## src/rtl/tq_pkg.sv

```systemverilog
// Package for the sorted timeout timer queue: field widths, command and
// result codes, slot states and the command bundle broadcast to the queue cells.
// No dependencies.
package tq_pkg;

    localparam int MODE_W       = 3;
    localparam int SLOT_FIELD_W = 4;
    localparam int TIME_W       = 32;
    localparam int DATA_W       = 8;
    localparam int KIND_W       = 2;

    localparam int DEFAULT_NUM_TIMERS = 16;

    typedef enum logic [MODE_W-1:0] {
        MODE_TICK  = 3'd0,
        MODE_ALLOC = 3'd1,
        MODE_FREE  = 3'd2,
        MODE_SET   = 3'd3,
        MODE_ARM   = 3'd4
    } mode_t;

    typedef enum logic [KIND_W-1:0] {
        KIND_GRANT   = 2'd0,
        KIND_FAIL    = 2'd1,
        KIND_EXPIRED = 2'd2
    } kind_t;

    typedef enum logic [1:0] {
        ST_FREE  = 2'd0,
        ST_ALLOC = 2'd1,
        ST_ARMED = 2'd2
    } slot_state_t;

    // Command broadcast to every cell of the queue at once.
    typedef struct packed {
        logic              insert;
        logic              pop;
        logic [TIME_W-1:0] key;
        logic [TIME_W-1:0] now;
    } tq_cmd_t;

endpackage

```

## src/rtl/tq_if.sv

```systemverilog
// Handshake interfaces for the request and result channels of the timer queue.
// Depends on tq_pkg for the field widths.
interface tq_req_if
    import tq_pkg::*;
();
    logic                    valid;
    logic                    ready;
    logic [MODE_W-1:0]       mode;
    logic [SLOT_FIELD_W-1:0] slot;
    logic [TIME_W-1:0]       timeout;
    logic [DATA_W-1:0]       data_byte;

    modport source (output valid, output mode, output slot, output timeout,
                    output data_byte, input ready);
    modport sink   (input valid, input mode, input slot, input timeout,
                    input data_byte, output ready);
endinterface

interface tq_rsp_if
    import tq_pkg::*;
();
    logic                    valid;
    logic                    ready;
    logic [KIND_W-1:0]       result_kind;
    logic [SLOT_FIELD_W-1:0] slot_index;
    logic [DATA_W-1:0]       fired_data;
    logic                    last;

    modport source (output valid, output result_kind, output slot_index,
                    output fired_data, output last, input ready);
    modport sink   (input valid, input result_kind, input slot_index,
                    input fired_data, input last, output ready);
endinterface

```

## src/rtl/tq_ram.sv

```systemverilog
// Generic single-port-write, single-port-read RAM with a registered read.
// No dependencies.
module tq_ram #(
    parameter int WIDTH = 8,
    parameter int DEPTH = 16
) (
    input  logic                     clk,
    input  logic                     we,
    input  logic [$clog2(DEPTH)-1:0] waddr,
    input  logic [WIDTH-1:0]         wdata,
    input  logic                     re,
    input  logic [$clog2(DEPTH)-1:0] raddr,
    output logic [WIDTH-1:0]         rdata
);

    logic [WIDTH-1:0] mem_reg [DEPTH];
    logic [WIDTH-1:0] rdata_reg;

    always_ff @(posedge clk)
    begin
        if (we)
        begin
            mem_reg[waddr] <= wdata;
        end
        if (re)
        begin
            rdata_reg <= mem_reg[raddr];
        end
    end

    assign rdata = rdata_reg;

endmodule

```

## src/rtl/tq_cell.sv

```systemverilog
// One position of the sorted timer queue: holds a slot number and its deadline.
// Depends on tq_pkg for the command bundle and the time width.
module tq_cell
    import tq_pkg::*;
#(
    parameter int SLOT_W = 4
) (
    input  logic              clk,
    input  logic              rst_n,
    input  tq_cmd_t           cmd,
    input  logic [SLOT_W-1:0] new_slot,
    input  logic              left_valid,
    input  logic              left_shift,
    input  logic [TIME_W-1:0] left_deadline,
    input  logic [SLOT_W-1:0] left_slot,
    input  logic              right_valid,
    input  logic [TIME_W-1:0] right_deadline,
    input  logic [SLOT_W-1:0] right_slot,
    output logic              valid,
    output logic [TIME_W-1:0] deadline,
    output logic [SLOT_W-1:0] slot,
    output logic              shift,
    output logic              due
);

    logic              valid_reg, valid_next;
    logic [TIME_W-1:0] deadline_reg, deadline_next;
    logic [SLOT_W-1:0] slot_reg, slot_next;
    logic              load_insert;

    // A new entry goes ahead of every entry whose deadline is equal or later.
    assign shift = valid_reg && (deadline_reg >= cmd.key);
    assign due   = valid_reg && (deadline_reg <= cmd.now);

    // This cell changes on insert when its entry moves right, or when it is
    // the first empty position.
    assign load_insert = shift || (!valid_reg && left_valid);

    always_comb
    begin
        valid_next    = valid_reg;
        deadline_next = deadline_reg;
        slot_next     = slot_reg;
        if (cmd.pop)
        begin
            valid_next    = right_valid;
            deadline_next = right_deadline;
            slot_next     = right_slot;
        end
        else if (cmd.insert && load_insert)
        begin
            valid_next = 1'b1;
            if (left_shift)
            begin
                deadline_next = left_deadline;
                slot_next     = left_slot;
            end
            else
            begin
                deadline_next = cmd.key;
                slot_next     = new_slot;
            end
        end
    end

    always_ff @(posedge clk or negedge rst_n)
    begin
        if (!rst_n)
        begin
            valid_reg <= 1'b0;
        end
        else
        begin
            valid_reg <= valid_next;
        end
    end

    always_ff @(posedge clk)
    begin
        deadline_reg <= deadline_next;
        slot_reg     <= slot_next;
    end

    assign valid    = valid_reg;
    assign deadline = deadline_reg;
    assign slot     = slot_reg;

endmodule

```

## src/rtl/sorted_timeout_timer_queue.sv

```systemverilog
// Sorted timeout timer queue: pool of timer slots, tick counter and sorted
// deadline queue built from a chain of tq_cell instances.
// Depends on tq_pkg, tq_if (tq_req_if, tq_rsp_if), tq_cell and tq_ram.
//
// The block keeps NUM_TIMERS timer slots and a 32-bit tick counter. Requests
// arrive one item at a time on req; results leave on rsp through an output
// register, so a new request is taken while an earlier result still waits.
// Free, set data and arm complete in the cycle they are accepted and give no
// result. Allocate gives one result (the lowest free slot or a failure). A
// tick with no timer due is accepted and then makes one look at the head cell
// of the queue. Otherwise, for each timer that expires, the sequencer checks
// the head cell of the queue, pops it and reads the slot's data byte from the
// payload RAM through its registered read before it gives the result. Expired
// timers leave in queue order, the final one with last set. The queue itself
// is a row of cells, one per position, each holding a slot number and its
// deadline. Arming compares the new deadline in every cell at once and each
// entry with an equal or later deadline steps one place right; a pop moves
// every entry one place left. Deadlines and the count wrap modulo 2^32 and
// are compared as plain unsigned values. Arm and free on an armed slot are
// ignored, and a slot number not below NUM_TIMERS makes free, set data and
// arm do nothing.
module sorted_timeout_timer_queue
    import tq_pkg::*;
#(
    parameter int NUM_TIMERS = DEFAULT_NUM_TIMERS
) (
    input  logic     clk,
    input  logic     rst_n,
    tq_req_if.sink   req,
    tq_rsp_if.source rsp
);

    localparam int SLOT_W = $clog2(NUM_TIMERS);

    // Sequencer states, one-hot.
    typedef enum logic [3:0] {
        S_IDLE  = 4'b0001,
        S_ALLOC = 4'b0010,
        S_CHECK = 4'b0100,
        S_FIRE  = 4'b1000
    } seq_state_t;

    seq_state_t  state_reg, state_next;
    logic [TIME_W-1:0] count_reg, count_next;
    slot_state_t status_reg [NUM_TIMERS];
    slot_state_t status_next [NUM_TIMERS];

    logic [SLOT_W-1:0] fire_slot_reg, fire_slot_next;
    logic              fire_last_reg, fire_last_next;

    logic                    out_valid_reg, out_valid_next;
    kind_t                   out_kind_reg, out_kind_next;
    logic [SLOT_FIELD_W-1:0] out_slot_reg, out_slot_next;
    logic [DATA_W-1:0]       out_data_reg, out_data_next;
    logic                    out_last_reg, out_last_next;

    // Queue cell outputs and neighbour wiring.
    logic              c_valid    [NUM_TIMERS];
    logic [TIME_W-1:0] c_deadline [NUM_TIMERS];
    logic [SLOT_W-1:0] c_slot     [NUM_TIMERS];
    logic              c_shift    [NUM_TIMERS];
    logic              c_due      [NUM_TIMERS];

    tq_cmd_t           cmd;
    logic              accept;
    logic              slot_ok;
    logic [SLOT_W-1:0] slot_idx;
    logic              armed_now;
    logic              arm_ok;
    logic              out_free;
    logic              pop;
    logic              free_found;
    logic [SLOT_W-1:0] free_idx;
    logic [DATA_W-1:0] ram_rdata;
    logic              ram_we;

    assign req.ready = (state_reg == S_IDLE);
    assign accept    = req.valid && req.ready;
    assign slot_ok   = 32'(req.slot) < NUM_TIMERS;
    assign slot_idx  = SLOT_W'(req.slot);
    assign armed_now = slot_ok && (status_reg[slot_idx] == ST_ARMED);
    assign out_free  = !out_valid_reg || rsp.ready;

    // A full queue cannot take another entry; with one entry per armed slot
    // this only guards the insert.
    assign arm_ok = accept && (req.mode == MODE_ARM) && slot_ok && !armed_now
                    && !c_valid[NUM_TIMERS-1];

    assign pop = (state_reg == S_CHECK) && c_due[0];

    assign cmd.insert = arm_ok;
    assign cmd.pop    = pop;
    assign cmd.key    = count_reg + req.timeout;
    assign cmd.now    = count_reg;

    assign ram_we = accept && (req.mode == MODE_SET) && slot_ok;

    // Lowest free slot; scanning downwards leaves the lowest match.
    always_comb
    begin
        free_found = 1'b0;
        free_idx   = '0;
        for (int i = NUM_TIMERS - 1; i >= 0; i--)
        begin
            if (status_reg[i] == ST_FREE)
            begin
                free_found = 1'b1;
                free_idx   = SLOT_W'(i);
            end
        end
    end

    generate
        for (genvar g = 0; g < NUM_TIMERS; g++)
        begin : g_cell
            logic              lv, ls, rv;
            logic [TIME_W-1:0] ld, rd;
            logic [SLOT_W-1:0] lsl, rsl;

            if (g == 0)
            begin : g_head
                assign lv  = 1'b1;
                assign ls  = 1'b0;
                assign ld  = '0;
                assign lsl = '0;
            end
            else
            begin : g_body
                assign lv  = c_valid[g-1];
                assign ls  = c_shift[g-1];
                assign ld  = c_deadline[g-1];
                assign lsl = c_slot[g-1];
            end

            if (g == NUM_TIMERS - 1)
            begin : g_tail
                assign rv  = 1'b0;
                assign rd  = '0;
                assign rsl = '0;
            end
            else
            begin : g_inner
                assign rv  = c_valid[g+1];
                assign rd  = c_deadline[g+1];
                assign rsl = c_slot[g+1];
            end

            tq_cell #(
                .SLOT_W (SLOT_W)
            ) u_cell (
                .clk            (clk),
                .rst_n          (rst_n),
                .cmd            (cmd),
                .new_slot       (slot_idx),
                .left_valid     (lv),
                .left_shift     (ls),
                .left_deadline  (ld),
                .left_slot      (lsl),
                .right_valid    (rv),
                .right_deadline (rd),
                .right_slot     (rsl),
                .valid          (c_valid[g]),
                .deadline       (c_deadline[g]),
                .slot           (c_slot[g]),
                .shift          (c_shift[g]),
                .due            (c_due[g])
            );
        end
    endgenerate

    // Data byte of each slot, read for the timer at the head of the queue.
    tq_ram #(
        .WIDTH (DATA_W),
        .DEPTH (NUM_TIMERS)
    ) u_payload (
        .clk   (clk),
        .we    (ram_we),
        .waddr (slot_idx),
        .wdata (req.data_byte),
        .re    (pop),
        .raddr (c_slot[0]),
        .rdata (ram_rdata)
    );

    // Slot status updates.
    always_comb
    begin
        for (int i = 0; i < NUM_TIMERS; i++)
        begin
            status_next[i] = status_reg[i];
            if (accept && slot_ok && (slot_idx == SLOT_W'(i)))
            begin
                if ((req.mode == MODE_FREE) && (status_reg[i] != ST_ARMED))
                begin
                    status_next[i] = ST_FREE;
                end
                if (arm_ok)
                begin
                    status_next[i] = ST_ARMED;
                end
            end
            if ((state_reg == S_ALLOC) && out_free && free_found
                && (free_idx == SLOT_W'(i)))
            begin
                status_next[i] = ST_ALLOC;
            end
            if (pop && (c_slot[0] == SLOT_W'(i)))
            begin
                status_next[i] = ST_ALLOC;
            end
        end
    end

    // Sequencer and output register.
    always_comb
    begin
        state_next     = state_reg;
        count_next     = count_reg;
        fire_slot_next = fire_slot_reg;
        fire_last_next = fire_last_reg;
        out_valid_next = out_valid_reg;
        out_kind_next  = out_kind_reg;
        out_slot_next  = out_slot_reg;
        out_data_next  = out_data_reg;
        out_last_next  = out_last_reg;

        if (out_valid_reg && rsp.ready)
        begin
            out_valid_next = 1'b0;
        end

        unique case (state_reg)
            S_IDLE:
            begin
                if (accept)
                begin
                    if (req.mode == MODE_TICK)
                    begin
                        count_next = count_reg + 1'b1;
                        state_next = S_CHECK;
                    end
                    else if (req.mode == MODE_ALLOC)
                    begin
                        state_next = S_ALLOC;
                    end
                end
            end
            S_ALLOC:
            begin
                if (out_free)
                begin
                    out_valid_next = 1'b1;
                    out_kind_next  = free_found ? KIND_GRANT : KIND_FAIL;
                    out_slot_next  = free_found ? SLOT_FIELD_W'(free_idx) : '0;
                    out_data_next  = '0;
                    out_last_next  = 1'b1;
                    state_next     = S_IDLE;
                end
            end
            S_CHECK:
            begin
                if (c_due[0])
                begin
                    // The entry behind the head decides whether this is the
                    // final expiry of the tick.
                    fire_slot_next = c_slot[0];
                    fire_last_next = !c_due[1];
                    state_next     = S_FIRE;
                end
                else
                begin
                    state_next = S_IDLE;
                end
            end
            S_FIRE:
            begin
                if (out_free)
                begin
                    out_valid_next = 1'b1;
                    out_kind_next  = KIND_EXPIRED;
                    out_slot_next  = SLOT_FIELD_W'(fire_slot_reg);
                    out_data_next  = ram_rdata;
                    out_last_next  = fire_last_reg;
                    state_next     = fire_last_reg ? S_IDLE : S_CHECK;
                end
            end
            default:
            begin
                state_next = S_IDLE;
            end
        endcase
    end

    always_ff @(posedge clk or negedge rst_n)
    begin
        if (!rst_n)
        begin
            state_reg     <= S_IDLE;
            count_reg     <= '0;
            out_valid_reg <= 1'b0;
            for (int i = 0; i < NUM_TIMERS; i++)
            begin
                status_reg[i] <= ST_FREE;
            end
        end
        else
        begin
            state_reg     <= state_next;
            count_reg     <= count_next;
            out_valid_reg <= out_valid_next;
            for (int i = 0; i < NUM_TIMERS; i++)
            begin
                status_reg[i] <= status_next[i];
            end
        end
    end

    always_ff @(posedge clk)
    begin
        fire_slot_reg <= fire_slot_next;
        fire_last_reg <= fire_last_next;
        out_kind_reg  <= out_kind_next;
        out_slot_reg  <= out_slot_next;
        out_data_reg  <= out_data_next;
        out_last_reg  <= out_last_next;
    end

    assign rsp.valid       = out_valid_reg;
    assign rsp.result_kind = out_kind_reg;
    assign rsp.slot_index  = out_slot_reg;
    assign rsp.fired_data  = out_data_reg;
    assign rsp.last        = out_last_reg;

endmodule

```

## src/flat_wrapper.sv

```systemverilog
// flat-port wrapper written by rule: the top's interface ports become plain ports
module sorted_timeout_timer_queue_flat import tq_pkg::*;
#(
    parameter int NUM_TIMERS = DEFAULT_NUM_TIMERS
)
  (clk, rst_n, req_valid, req_mode, req_slot, req_timeout, req_data_byte, req_ready, rsp_valid, rsp_result_kind, rsp_slot_index, rsp_fired_data, rsp_last, rsp_ready);
  tq_req_if req_i ();
  tq_rsp_if rsp_i ();
  input  logic clk;
  input  logic rst_n;
  input wire logic [$bits(req_i.valid)-1:0] req_valid;
  input wire logic [$bits(req_i.mode)-1:0] req_mode;
  input wire logic [$bits(req_i.slot)-1:0] req_slot;
  input wire logic [$bits(req_i.timeout)-1:0] req_timeout;
  input wire logic [$bits(req_i.data_byte)-1:0] req_data_byte;
  output wire logic [$bits(req_i.ready)-1:0] req_ready;
  output wire logic [$bits(rsp_i.valid)-1:0] rsp_valid;
  output wire logic [$bits(rsp_i.result_kind)-1:0] rsp_result_kind;
  output wire logic [$bits(rsp_i.slot_index)-1:0] rsp_slot_index;
  output wire logic [$bits(rsp_i.fired_data)-1:0] rsp_fired_data;
  output wire logic [$bits(rsp_i.last)-1:0] rsp_last;
  input wire logic [$bits(rsp_i.ready)-1:0] rsp_ready;
  assign req_i.valid = req_valid;
  assign req_i.mode = req_mode;
  assign req_i.slot = req_slot;
  assign req_i.timeout = req_timeout;
  assign req_i.data_byte = req_data_byte;
  assign req_ready = req_i.ready;
  assign rsp_valid = rsp_i.valid;
  assign rsp_result_kind = rsp_i.result_kind;
  assign rsp_slot_index = rsp_i.slot_index;
  assign rsp_fired_data = rsp_i.fired_data;
  assign rsp_last = rsp_i.last;
  assign rsp_i.ready = rsp_ready;
  sorted_timeout_timer_queue #(.NUM_TIMERS(NUM_TIMERS)) u_core (.clk(clk), .rst_n(rst_n), .req(req_i), .rsp(rsp_i));
endmodule
```

## config.mk

```make
export PLATFORM = sky130hd
export DESIGN_NAME = sorted_timeout_timer_queue_flat
export DESIGN_NICKNAME = d
export VERILOG_FILES = /design/src/rtl/tq_pkg.sv /design/src/rtl/tq_if.sv /design/src/rtl/tq_ram.sv /design/src/rtl/tq_cell.sv /design/src/rtl/sorted_timeout_timer_queue.sv /design/src/flat_wrapper.sv
export SDC_FILE = /design/constraint.sdc
export NUM_CORES = 2
export LEC_CHECK = 0
export BUFFER_PORTS_ARGS = -buffer_cell sky130_fd_sc_hd__buf_2
export CORE_MARGIN = 2
export CORE_UTILIZATION = 50
export DETAILED_ROUTE_END_ITERATION = 16
export PLACE_DENSITY = 0.76
export SETUP_SLACK_MARGIN = 0.15
export SLEW_MARGIN = 25
export SYNTH_ARGS = -nofsm -noshare
export SYNTH_HDL_FRONTEND = slang
export SYNTH_SLANG_ARGS = --single-unit
```

## constraint.sdc

```tcl
create_clock -name clk -period 7.9 [get_ports clk]
set_input_delay 1.58 -clock clk [delete_from_list [all_inputs] [get_ports clk]]
set_output_delay 1.58 -clock clk [all_outputs]
set_load 0.01 [all_outputs]
```

==> impl_summary.txt <==
----------------------------------------------------
[STA]
  Final hold violation count ... 0
  Post-layout min period ... 7390 ps
  Clk_skew ... 50.8 ps
  Worst hold slack ... 503 ps
  Achievable clock frequency ... ~0.14 GHz
  Post-route setup slack ... 506 ps
  Headroom to the max-slew limit ... 0.175
  Final cycle utilization of the critical path ... 0.936
  Number of slew-limit violations in the final report ... 0
  Setup-failing EPs final ... 0
  Setup repair after global routing missed its margin ... false
  Worst Tran Pin Value ... 1230 ps
  Setup TNS Final ... 0 ps

[Flow run]
  Number of maximum-capacitance violations ... 0

[Floorplanning]
  Boundary pin count ... 68
  Die width ... 329 um
  Effective utilization at floorplan ... 0.502
  Row count ... about 120
  Die extent in y ... 329 um
  Area of the die ... roughly 0.11 mm^2
  Core outline area ... 0.105 mm^2

[GRT]
  Global routing usage summed across all routing layers ... 0.278
  Number of global-route vias before repair ... 41,100
  Maximum number of pins on one net before global-route repair ... around 210
  Gr ovfl total ... 0
  First-pass GRT wire length ... 236,000 um
  Global routing's busiest layer ... met2
  Global Route met3 Usage ... 0.0334
  Initial antenna violation count ... 2
  Met1 GRT Util ... 0.359
  Global routing usage on met2 ... 0.457

[Clock tree]
  Clock buffers created by TritonCTS ... 87
  Clock sinks ... roughly 800
  Hold-fix buffer count after cts ... 0
  Post-CTS sizing ... 0
  Clock Tree Root ... clkbuf_16
  TritonCTS clock tree ... yes
  Clk Latency, worst-skew pair ... about 700 ps
  Number of buffers added for setup after CTS ... 0
  Longest Clk Path Bufs ... 3
  H-Tree Level Count ... 3
  Clock-pin slew on the worst setup and hold paths ... 60 ps

[Yosys]
  Commonest register cell after synthesis ... edfxtp_1
  Post-synthesis average cell area ... about 11 um^2
  Asr flop ratio synth ... 0.104
  Portion of the post-synthesis area used by sequential elements ... 0.451
  Cell variety after synth ... 90
  Gate count of the mapped netlist ... 4,976
  Cell area after technology mapping ... between 0.05 and 0.06 mm^2
  Number of flops mapped to enable cells by yosys ... 696
  Number of synthesized register bits ... 817
  Post-synthesis net count ... 5,589
  Yosys warnings ... 0

[Critical path]
  Worst setup path endpoint ... u_core.g_cell[9].u_cell.deadline[30]
  Minimum setup slack among reg-to-reg paths ... 1000 ps
  Worst R2R Path Depth ... 21
  Worst-path maximum fanout ... 42
  Reg2Reg Capture Point ... u_core.g_cell[9].u_cell.deadline[30]
  CP required ... about 8300 ps
  Startpoint kind of the worst setup timing path ... input port
  Category of the worst setup path capture point ... flop
  Startpoint of the lowest-slack register-to-register path ... u_core.count_reg[0]
  WS Path Type ... input port to flop
  Critical Path AT ... 7820 ps
  Crit. Startpoint ... req_timeout[0]

[Placed design]
  DP HPWL ... 111,000 um
  Routability Congestion ... 0.939
  Count of input and output buffers ... 67
  Area of placed instances ... 0.0548 mm^2
  DP Worst Slack ... 39.2 ps

[Finish]
  Filler cells ... 8,741
  Number of nets in the layout ... 5,581
  Flip-flop count of the largest register, all copies and words added ... 512
  Layout cell share with drive strength beyond 1 ... 0.0869
  Most common library cell in the layout ignoring fill and taps ... edfxtp_1
  Design Area, Final ... roughly 0.058 mm^2
  Area grow syn2layout ... 9.78%
  Most frequent cells in the layout ... edfxtp_1 (696), nand2_1 (620), ha_1 (561), mux2i_1 (388), o21ai_0 (276)

[Power and ir drop]
  Max VDD drop ... roughly 0.00023 V
  Pwr Density ... 231 mW/mm^2
  Static Leakage ... 23.9 nW

[Route]
  Final routed DRC violation total ... 0
  Remaining antenna violation count ... 0
  Post-DR vias/cell ... 6.47
  Number of iterations in the first detailed-routing pass ... 6
  Total detailed-routing wirelength ... 154,000 um
  Total vias in the final route ... 41,600
  Number of DRC markers in iteration 0 ... 4,405
  Routed length per placed instance ... 23.9 um

[Hold path]
  Worst Hold Class ... flop to flop
  Worst Hold Launch ... u_core.g_cell[15].u_cell.deadline[0]

[Outcome]
  Result of the run ... finished, final reports clean

----------------------------------------------------
routing by layer:
layer / vias up / wire length, um / part of all wire
met5: - / 20 / 0.00013
met4: 4 / 9240 / 0.060
met3: 442 / 10200 / 0.066
met2: 1924 / 72200 / 0.47
met1: 20300 / 61900 / 0.40
li1: 18900 / - / -
stage by stage:
step                 util  power, mW  instances
floorplan               -       7.86       4976
global placement    0.522       8.76       6268
detailed placement  0.522       8.92       6270
CTS                 0.551       13.3       6431
global route        0.551       13.9       6431
finish              0.551       13.3       6432
power by group:
part | switching, mW | internal [mW] | leakage [nW] | total [mW]
registers | 0.246 | 5.12 | 7.62 | 5.37
clock network | 1.87 | 2.52 | 1.45 | 4.39
logic | 2.16 | 1.42 | 14.8 | 3.58
total | 4.28 | 9.06 | 23.9 | 13.3
synth_stat cells (all sizes together), types with 12 or more instances:
cell type  number  area, um^2
a21oi         212        1070
dfrtp          84        2100
a31oi          26         163
inv           166         623
o211ai         43         328
a21o          171        1280
and4           12         105
a221oi         18         170
nand2         623        2340
a211o          26         228
dfxtp          36         721
nor2b          22         138
mux2i         388        3880
o21ai         520        2610
a2111oi        16         203
or3            12        75.1
ha            561        7020
a211oi        104         848
buf           107         612
o221ai         40         357
nand3          78         395
and3           13        81.3
clkbuf        178         669
o311ai         13         121
mux4           41         923
nand2b         30         188
and2           22         138
a221o          41         410
nor2          261         987
xnor2          44         385
o31ai          15         113
nor3          113         571
nand4          78         488
edfxtp        696       20900
o21a           16         120
how the worst min path moves through the flow:
stage	cells past startpoint	to	slack (ps)
finish	2	u_core.g_cell[15].u_cell.deadline[0]	500
detailed placement	2	u_core.g_cell[15].u_cell.deadline[21]	490
CTS	2	u_core.g_cell[15].u_cell.deadline[21]	500
global route	1	u_core.count_reg[16]	520
floorplan	0	u_core.fire_slot_reg[2]	420
global placement	2	u_core.g_cell[15].u_cell.deadline[26]	480
worst max-delay path: stages:
cell and delay [ps]:
buf_2 100, ha_1 230, fa_1 430, a21o_1 210, a221oi_2 350, o221ai_2 340
a21o_1 290, a211o_1 310, and2_1 200, o311ai_2 390, inv_1 360, buf_4 290
ha_1 270, o21ai_0 220, a21oi_1 60, nor2_1 290, a21oi_1 130, a2111oi_0 490
a31o_2 230, buf_4 560, o21ai_0 210, a31o_2 250
area by class of cell:
type                       instances  area (um^2)  share of cell area
antenna                            1         2.50           0.0000433
clock buffer                      98         2240              0.0387
clock inverter                    63          759              0.0131
inverter                         166          631              0.0109
multi-input combinational       3708        27300               0.471
sequential                       817        23700               0.411
tap                             1391         1740              0.0301
timing repair buffer             188         1470              0.0255
cells by family (layout without fill, tap and decap cells):
logic type / Yosys count / after routing / synth area share
buf+inv: 451 / 515 / 0.0361
other cells: 0 / 1 / 0
xor+xnor: 55 / 55 / 0.00914
simple gates: 1305 / 1305 / 0.110
mux: 429 / 429 / 0.0912
compound gates: 1357 / 1357 / 0.169
flops: 817 / 817 / 0.451
fa+ha+maj: 562 / 562 / 0.134
Power figures use the tool's default switching activity.
